===== src/design/fixed_block_free_list_allocator_unit_macros.svh =====
// Assertion macros used by the allocator RTL.
`ifndef FIXED_BLOCK_FREE_LIST_ALLOCATOR_UNIT_MACROS_SVH
`define FIXED_BLOCK_FREE_LIST_ALLOCATOR_UNIT_MACROS_SVH

// Same-cycle implication, checked outside reset.
`define FBFLA_ASSERT_NOW(label, ante, cons, msg) \
    label: assert property (@(posedge aclk) disable iff (!aresetn) (ante) |-> (cons)) \
        else $error(msg);

// Next-cycle implication, checked outside reset.
`define FBFLA_ASSERT_NEXT(label, ante, cons, msg) \
    label: assert property (@(posedge aclk) disable iff (!aresetn) (ante) |=> (cons)) \
        else $error(msg);

`endif


===== src/design/fbfla_pkg.sv =====
// Package with constants, codes and types of the block allocator.
`timescale 1ns / 1ps

package fbfla_pkg;

    localparam int MAX_BLOCKS = 1024;
    localparam int IDX_W      = $clog2(MAX_BLOCKS);
    localparam int CNT_W      = IDX_W + 1;
    localparam int UNITS_W    = 16;
    localparam int ADDR_W     = 48;
    localparam int ALIGN_SH   = 6;              // 64-byte units
    localparam int PROD_W     = IDX_W + UNITS_W;
    localparam int CFG_IDX_W  = 2;
    localparam int CFG_DATA_W = 48;
    localparam int S_DATA_W   = 16;
    localparam int M_DATA_W   = 64;

    localparam logic [CNT_W-1:0] EMPTY_HEAD = CNT_W'(MAX_BLOCKS);

    typedef enum logic [1:0] {
        OP_ALLOC = 2'd0,
        OP_FREE  = 2'd1,
        OP_INIT  = 2'd2
    } op_t;

    typedef enum logic [2:0] {
        STS_ALLOCATED   = 3'd0,
        STS_EMPTY       = 3'd1,
        STS_FREED       = 3'd2,
        STS_REJECTED    = 3'd3,
        STS_INITIALISED = 3'd4
    } status_t;

    typedef enum logic [CFG_IDX_W-1:0] {
        REG_BLOCK_COUNT  = 2'd0,
        REG_BLOCK_UNITS  = 2'd1,
        REG_BASE_ADDRESS = 2'd2
    } cfg_reg_t;

    // Request to the address generator: load the product of index and units.
    typedef struct packed {
        logic             load;
        logic [IDX_W-1:0] index;
    } addr_req_t;

endpackage


===== src/design/fbfla_addr_gen.sv =====
// Block address generator: base plus index times units times 64.
`timescale 1ns / 1ps

module fbfla_addr_gen
    import fbfla_pkg::*;
(
    input  logic                aclk,
    input  addr_req_t           req,
    input  logic [UNITS_W-1:0]  block_units,
    input  logic [ADDR_W-1:0]   base_address,
    output logic [ADDR_W-1:0]   address
);

    logic [PROD_W-1:0]            prod_reg;
    logic [PROD_W-1:0]            prod_next;
    logic [PROD_W+ALIGN_SH-1:0]   offset;

    assign prod_next = PROD_W'(req.index) * PROD_W'(block_units);

    always_ff @(posedge aclk) begin
        if (req.load) begin
            prod_reg <= prod_next;
        end
    end

    assign offset  = {prod_reg, ALIGN_SH'(0)};
    assign address = base_address + ADDR_W'(offset);

endmodule


===== config.mk =====
export PLATFORM = sky130hd
export DESIGN_NAME = fbfla_addr_gen
export DESIGN_NICKNAME = d
export VERILOG_FILES = /design/src/design/fixed_block_free_list_allocator_unit_macros.svh /design/src/design/fbfla_pkg.sv /design/src/design/fbfla_addr_gen.sv
export SDC_FILE = /design/constraint.sdc
export NUM_CORES = 1
export LEC_CHECK = 0
export ABC_AREA = 1
export BUFFER_PORTS_ARGS = -buffer_cell sky130_fd_sc_hd__buf_4
export CAP_MARGIN = 20
export CORE_MARGIN = 8
export CORE_UTILIZATION = 30
export DETAILED_ROUTE_END_ITERATION = 8
export SYNTH_ARGS = -nofsm -noshare
export SYNTH_HDL_FRONTEND = slang
export SYNTH_SLANG_ARGS = --single-unit

===== constraint.sdc =====
create_clock -name aclk -period 6.35 [get_ports aclk]
set_clock_uncertainty 0.2 [all_clocks]
set_input_delay 1.27 -clock aclk [delete_from_list [all_inputs] [get_ports aclk]]
set_output_delay 1.27 -clock aclk [all_outputs]
set_load 0.05 [all_outputs]

==> metrics.md, run 1 <==
| Metric | Value |
|---|---|
| Cell Pwr Density | `505 nW/µm²` |
| Clock Tree Root | `clkbuf_16` |
| Hold path depth | `3` |
| NumNets Final | `1760` |
| DRT iter0 DRCs | `533` |
| Antenna diode count | `0` |
| Final setup violation count | `0` |
| GRT Max-Usage Layer | `met2` |
| Die area | `36300 µm²` |
| Status | `completed` |
| Max FFs per register | `26` |
| GR Util met2 | `25.1%` |
| Setup ws final | `428 ps` |
| Slowest CP cell | `fa_1` |
| CP Class | `in2reg` |
| Hold bufs inserted after CTS | `0` |
| Post-cts sizing count | `0` |
| Number of synthesized flops with an enable pin | `26` |
| TritonRoute pass-1 iters | `5` |
| Async set-or-reset flop fraction in the synthesized netlist | `0%` |
| Chip Height | `191 µm` |
| Global routing usage on met1 | `19.0%` |
| Min-delay worst type | `in2reg` |
| Avg Inst Size Synth | `6.48 µm²` |
| Most frequent cells in the layout | `487 x nand2_1, 342 x inv_1, 112 x buf_4` |
| Yosys reg bits | `26` |
| First-pass GRT wire length | `42900 µm` |
| Final hold vios | `0` |
| Crit share post-route | `93.3%` |
| Fin area | `10400 µm²` |
| Post-DP HPWL | `22700 µm` |
| Final wirelength | `25700 µm` |
| CTS tree | `yes` |
| Starting Density | `30.1%` |
| RSZ-0062 raised after global routing | `false` |
| Worst vdd ir | `0.292 mV` |
| Input/output buffers | `111` |
| Critical Path Sink Type | `register` |
| Remaining antenna violation count after routing | `0` |
| Fin. max-slew vios | `0` |
| Tot GR Track Use | `14.3%` |
| Cell area after synthesis | `9150 µm²` |
| Vias in the first global route | `8822` |
| Placer Congestion | `0.919` |
| Power Total | `5.24 mW` |
| Ports | `124` |
| Leak | `6.31 nW` |
| Routed vias | `8507` |
| Worst slack at placement | `143 ps` |
| TNS Setup | `0 ps` |
| Sink Count | `26` |
| Htree depth | `1` |
| CTS Buf Count | `3` |
| Row count | `64` |
| Max Clk Rate | `169 MHz` |
| Sequential Area | `781 µm²` |
| Cells after Synth | `1411` |
| Worst EP required | `6160 ps` |
| Dpl cell area | `10300 µm²` |
| Post-CTS Setup Repair Bufs | `0` |
| Dpl cells | `1877` |
| Worst-path cell chain | `buf_4 -> nand2_1 -> fa_1 -> inv_1 -> fa_1 -> fa_1 -> fa_1 -> inv_1 -> fa_1 -> inv_1 -> ha_1 -> a21oi_1 -> o21ai_0 -> o21ai_0 -> nand3_1 -> nand2_1 -> nand2_1` |
| Drt wl/cell | `13.7 µm` |
| Crit Path Max Fanout | `16` |
| GR Overflow Total | `0` |
| Die X | `191 µm` |
| CTS Buffer Depth | `2` |
| Worst Hold Slack | `1190 ps` |
| Max Cap Viol | `0` |
| Largest net degree at the start of global routing | `27` |
| Commonest non-fill, non-tap cell in the layout | `nand2_1` |
| Startpoint Class | `input port` |
| # fillers | `3311` |
| Met3 GRT Util | `0.933%` |
| Syn. warnings | `0` |
| Post-route DRC | `0` |
| Top FF cell, synth | `edfxtp_1` |
| Reg clk slew, reported paths | `60 ps` |
| Most used cell, CP | `fa_1` |
| Largest stage delay, worst path | `570 ps` |
| WHS Endpoint | `prod_reg[0]` |
| Relative slew slack | `74.8%` |
| CP arrival | `5740 ps` |
| Post-synthesis sequential area ratio | `8.54%` |
| Min Tclk post-route | `5920 ps` |
| Multi-input logic area | `6870 µm²` |
| Synth Net Count | `1685` |
| Util after Layout | `34.2%` |
| Antenna violations before repair | `0` |
| Core area | `30300 µm²` |
| Finished Layout Cells | `1881` |
| DR vias/cell | `4.52` |
| Hold_sp | `block_units[0]` |
| Area growth, synth to finish | `13.5%` |
| Distinct cells, synth | `35` |
| Worst-Margin Slew | `375 ps` |
| Layout cells sized above 1 | `10.2%` |
synthesized netlist by cell type, drive strengths merged, types with 7 or more instances:
master | n | area, µm²
a21oi | 35 | 183
buf | 7 | 48.8
clkbuf | 35 | 131
edfxtp | 26 | 781
fa | 111 | 2220
ha | 87 | 1090
inv | 350 | 1310
nand2 | 493 | 1870
nand3 | 65 | 360
nand4 | 26 | 169
nor2 | 96 | 385
nor3 | 11 | 66.3
o21ai | 12 | 63.8
xnor2 | 10 | 87.6
xor2 | 27 | 236
report_power, final:
part | leakage, nW | internal (mW) | switching [mW]
clock | 0.0385 | 0.0841 | 0.0509
sequential | 0.254 | 0.388 | 0.0344
combinational | 6.02 | 1.55 | 3.13
cell families (layout without fill, tap and decap cells):
| group | after synthesis | in the layout | synth area share (%) |
|---|---|---|---|
| AO/OA/AOI/OAI | 60 | 60 | 3.75 |
| XOR/XNOR | 37 | 37 | 3.54 |
| adder cells (fa/ha/maj) | 198 | 198 | 36.2 |
| buffers and inverters | 393 | 467 | 16.4 |
| flip-flops | 26 | 26 | 8.54 |
| AND/OR/NAND/NOR | 697 | 697 | 31.6 |
area by class of cell:
| type | instances | share of cell area [%] |
|---|---|---|
| Multi-Input combinational cell | 992 | 66.2 |
| Inverter | 351 | 12.7 |
| Timing Repair Buffer | 112 | 8.10 |
| Sequential cell | 26 | 7.52 |
| Tap cell | 396 | 4.77 |
| Clock buffer | 3 | 0.723 |
| Clock inverter | 1 | 0.0362 |
how the worst max path moves through the flow:
stage | start | to | slack (ps) | depth (start not counted)
6_report | req[3] | prod_reg[21] | 430 | 17
5_1_grt | req[3] | prod_reg[21] | 160 | 19
4_1_cts | req[9] | prod_reg[21] | 420 | 17
3_5_place_dp | req[9] | prod_reg[21] | 140 | 17
3_3_place_gp | req[3] | prod_reg[21] | 190 | 17
2_1_floorplan | req[3] | prod_reg[15] | 240 | 20
metal layers:
metal  vias to the layer above  routed length (µm)
li1                       4324                   -
met1                      3956               12000
met2                       205               12000
met3                        22                1270
met4                         0                 347
met5                         -                   0
critical path, delay by kind of cell:
| family | cells | cell delay [ps] |
|---|---|---|
| buffers and inverters | 4 | 370 |
| AND/OR/NAND/NOR | 4 | 350 |
| AO/OA/AOI/OAI | 3 | 800 |
| adder cells (fa/ha/maj) | 6 | 2940 |
(Power assumes the default switching activity.)
==> run 2: changes to the inputs <==
--- a/config.mk
+++ b/config.mk
@@ -8,9 +8,12 @@
 export ABC_AREA = 1
 export BUFFER_PORTS_ARGS = -buffer_cell sky130_fd_sc_hd__buf_4
 export CAP_MARGIN = 20
+export CELL_PAD_IN_SITES_DETAIL_PLACEMENT = 2
+export CELL_PAD_IN_SITES_GLOBAL_PLACEMENT = 2
 export CORE_MARGIN = 8
 export CORE_UTILIZATION = 30
 export DETAILED_ROUTE_END_ITERATION = 8
+export PLACE_DENSITY_LB_ADDON = 0.1
 export SYNTH_ARGS = -nofsm -noshare
 export SYNTH_HDL_FRONTEND = slang
 export SYNTH_SLANG_ARGS = --single-unit
==> run 2 against run 1 <==
  * Power grew 2.2%
  * Largest cell class unchanged
  * Via count grew 3.9%
  * Global-route usage rose by 3.8 points
  * Routed wire length up 25%
  * Cell area is essentially flat
  * Final cell count about the same
  * Worst hold slack got worse by 4.8 ps
==> metrics.md, run 2 (synthesis gave the netlist of run 1 again) <==
| Metric | Value |
|---|---|
| CTS Buf Count | `3` |
| Hold bufs inserted after CTS | `0` |
| Most frequent cells in the layout | `487 x nand2_1, 342 x inv_1, 113 x buf_4` |
| Antenna violations before repair | `0` |
| Reg clk slew, reported paths | `60 ps` |
| WP buf/inv | `6` |
| Routed vias | `8843` |
| Core area | `30300 µm²` |
| Crit Path Max Fanout | `16` |
| Hold_sp | `block_units[0]` |
| Drt wl/cell | `17.1 µm` |
| Antenna diode count | `0` |
| Final hold vios | `0` |
| Htree depth | `1` |
| Status | `completed` |
| Worst-Margin Slew | `420 ps` |
| Row count | `64` |
| Critical Path Sink Type | `register` |
| GR Overflow Total | `0` |
| # fillers | `3805` |
| Slowest CP cell | `fa_1` |
| Layout cells sized above 1 | `10.3%` |
| Die area | `36300 µm²` |
| Placer Congestion | `0.829` |
| Largest net degree at the start of global routing | `27` |
| CTS tree | `yes` |
| Startpoint Class | `input port` |
| Max Cap Viol | `0` |
| Leak | `6.32 nW` |
| Post-cts sizing count | `0` |
| Worst vdd ir | `0.250 mV` |
| Worst setup startpoint | `req[3]` |
| NumNets Final | `1761` |
| Relative slew slack | `71.7%` |
| Post-CTS Setup Repair Bufs | `0` |
| Top delay family on crit path | `adder cells` |
| Clock Tree Root | `clkbuf_16` |
| DR vias/cell | `4.70` |
| Die X | `191 µm` |
| Power Total | `5.36 mW` |
| Worst Hold Slack | `1180 ps` |
| CP arrival | `5810 ps` |
| Worst EP required | `6170 ps` |
| Largest stage delay, worst path | `540 ps` |
| Starting Density | `30.1%` |
| Input/output buffers | `111` |
| Ports | `124` |
| Cell Pwr Density | `516 nW/µm²` |
| Tot GR Track Use | `18.1%` |
| DRT iter0 DRCs | `211` |
| Final setup violation count | `0` |
| Setup ws final | `361 ps` |
| Chip Height | `191 µm` |
| Max Clk Rate | `167 MHz` |
| Dpl cell area | `10300 µm²` |
| Min-delay worst type | `in2reg` |
| RSZ-0062 raised after global routing | `false` |
| Final wirelength | `32200 µm` |
| Worst slack at placement | `75.4 ps` |
| Fin area | `10400 µm²` |
| TritonRoute pass-1 iters | `4` |
| Remaining antenna violation count after routing | `0` |
| First-pass GRT wire length | `52600 µm` |
| Fin. max-slew vios | `0` |
| Vias in the first global route | `10038` |
| Sink Count | `26` |
| CP Class | `in2reg` |
| Area growth, synth to finish | `13.6%` |
| Min Tclk post-route | `5990 ps` |
| Crit share post-route | `94.3%` |
| Worst-path cell chain | `buf_4 -> nand2_1 -> fa_1 -> inv_1 -> fa_1 -> inv_1 -> fa_1 -> inv_1 -> fa_1 -> inv_1 -> fa_1 -> inv_1 -> ha_1 -> a21oi_1 -> nand3_1 -> nand3_1 -> nand3_1 -> nand2_1 -> nand2_1` |
| CTS Buffer Depth | `2` |
| Post-DP HPWL | `29400 µm` |
| Post-route DRC | `0` |
| Commonest non-fill, non-tap cell in the layout | `nand2_1` |
| Max FFs per register | `26` |
| TNS Setup | `0 ps` |
[run 2: changes by cell type in the layout (fill, tap and decap cells not counted)]
| cell | before | now |
|---|---|---|
| buf_4 | 112 | 113 |
[run 2: per-layer routing]
| metal | vias to the layer above | wire (µm) | track usage [%] |
|---|---|---|---|
| met1 | 4386 | 13900 | 21.6 |
| li1 | 4321 | - | - |
| met5 | - | 0 | 0 |
| met4 | 0 | 695 | 4.24 |
| met3 | 30 | 711 | 1.08 |
| met2 | 106 | 16900 | 34.8 |
[run 2: report_power, final]
part / leakage [nW] / switching (mW) / internal [mW]
logic: 6.02 / 3.25 / 1.54
clock network: 0.0385 / 0.0558 / 0.0843
registers: 0.254 / 0.0411 / 0.389
[run 2: worst paths after layout]
path  slack, ps           end  depth (start not counted)
max         360  prod_reg[25]                         19
min        1180   prod_reg[0]                          3
[run 2: area by class of cell]
class	count	area, µm²	area share (%)
clock buffer	3	75.1	0.723
multi-input combinational	992	6870	66.1
clock inverter	1	3.75	0.0361
inverter	351	1320	12.7
tap	396	495	4.77
sequential	26	781	7.51
timing repair buffer	113	848	8.16
[run 2: stage by stage]
step                      instances  util (%)
after floorplan                1411         -
after global placement         1878      34.0
after detailed placement       1878      34.0
after CTS                      1882      34.2
after global routing           1882      34.2
final                          1882      34.2
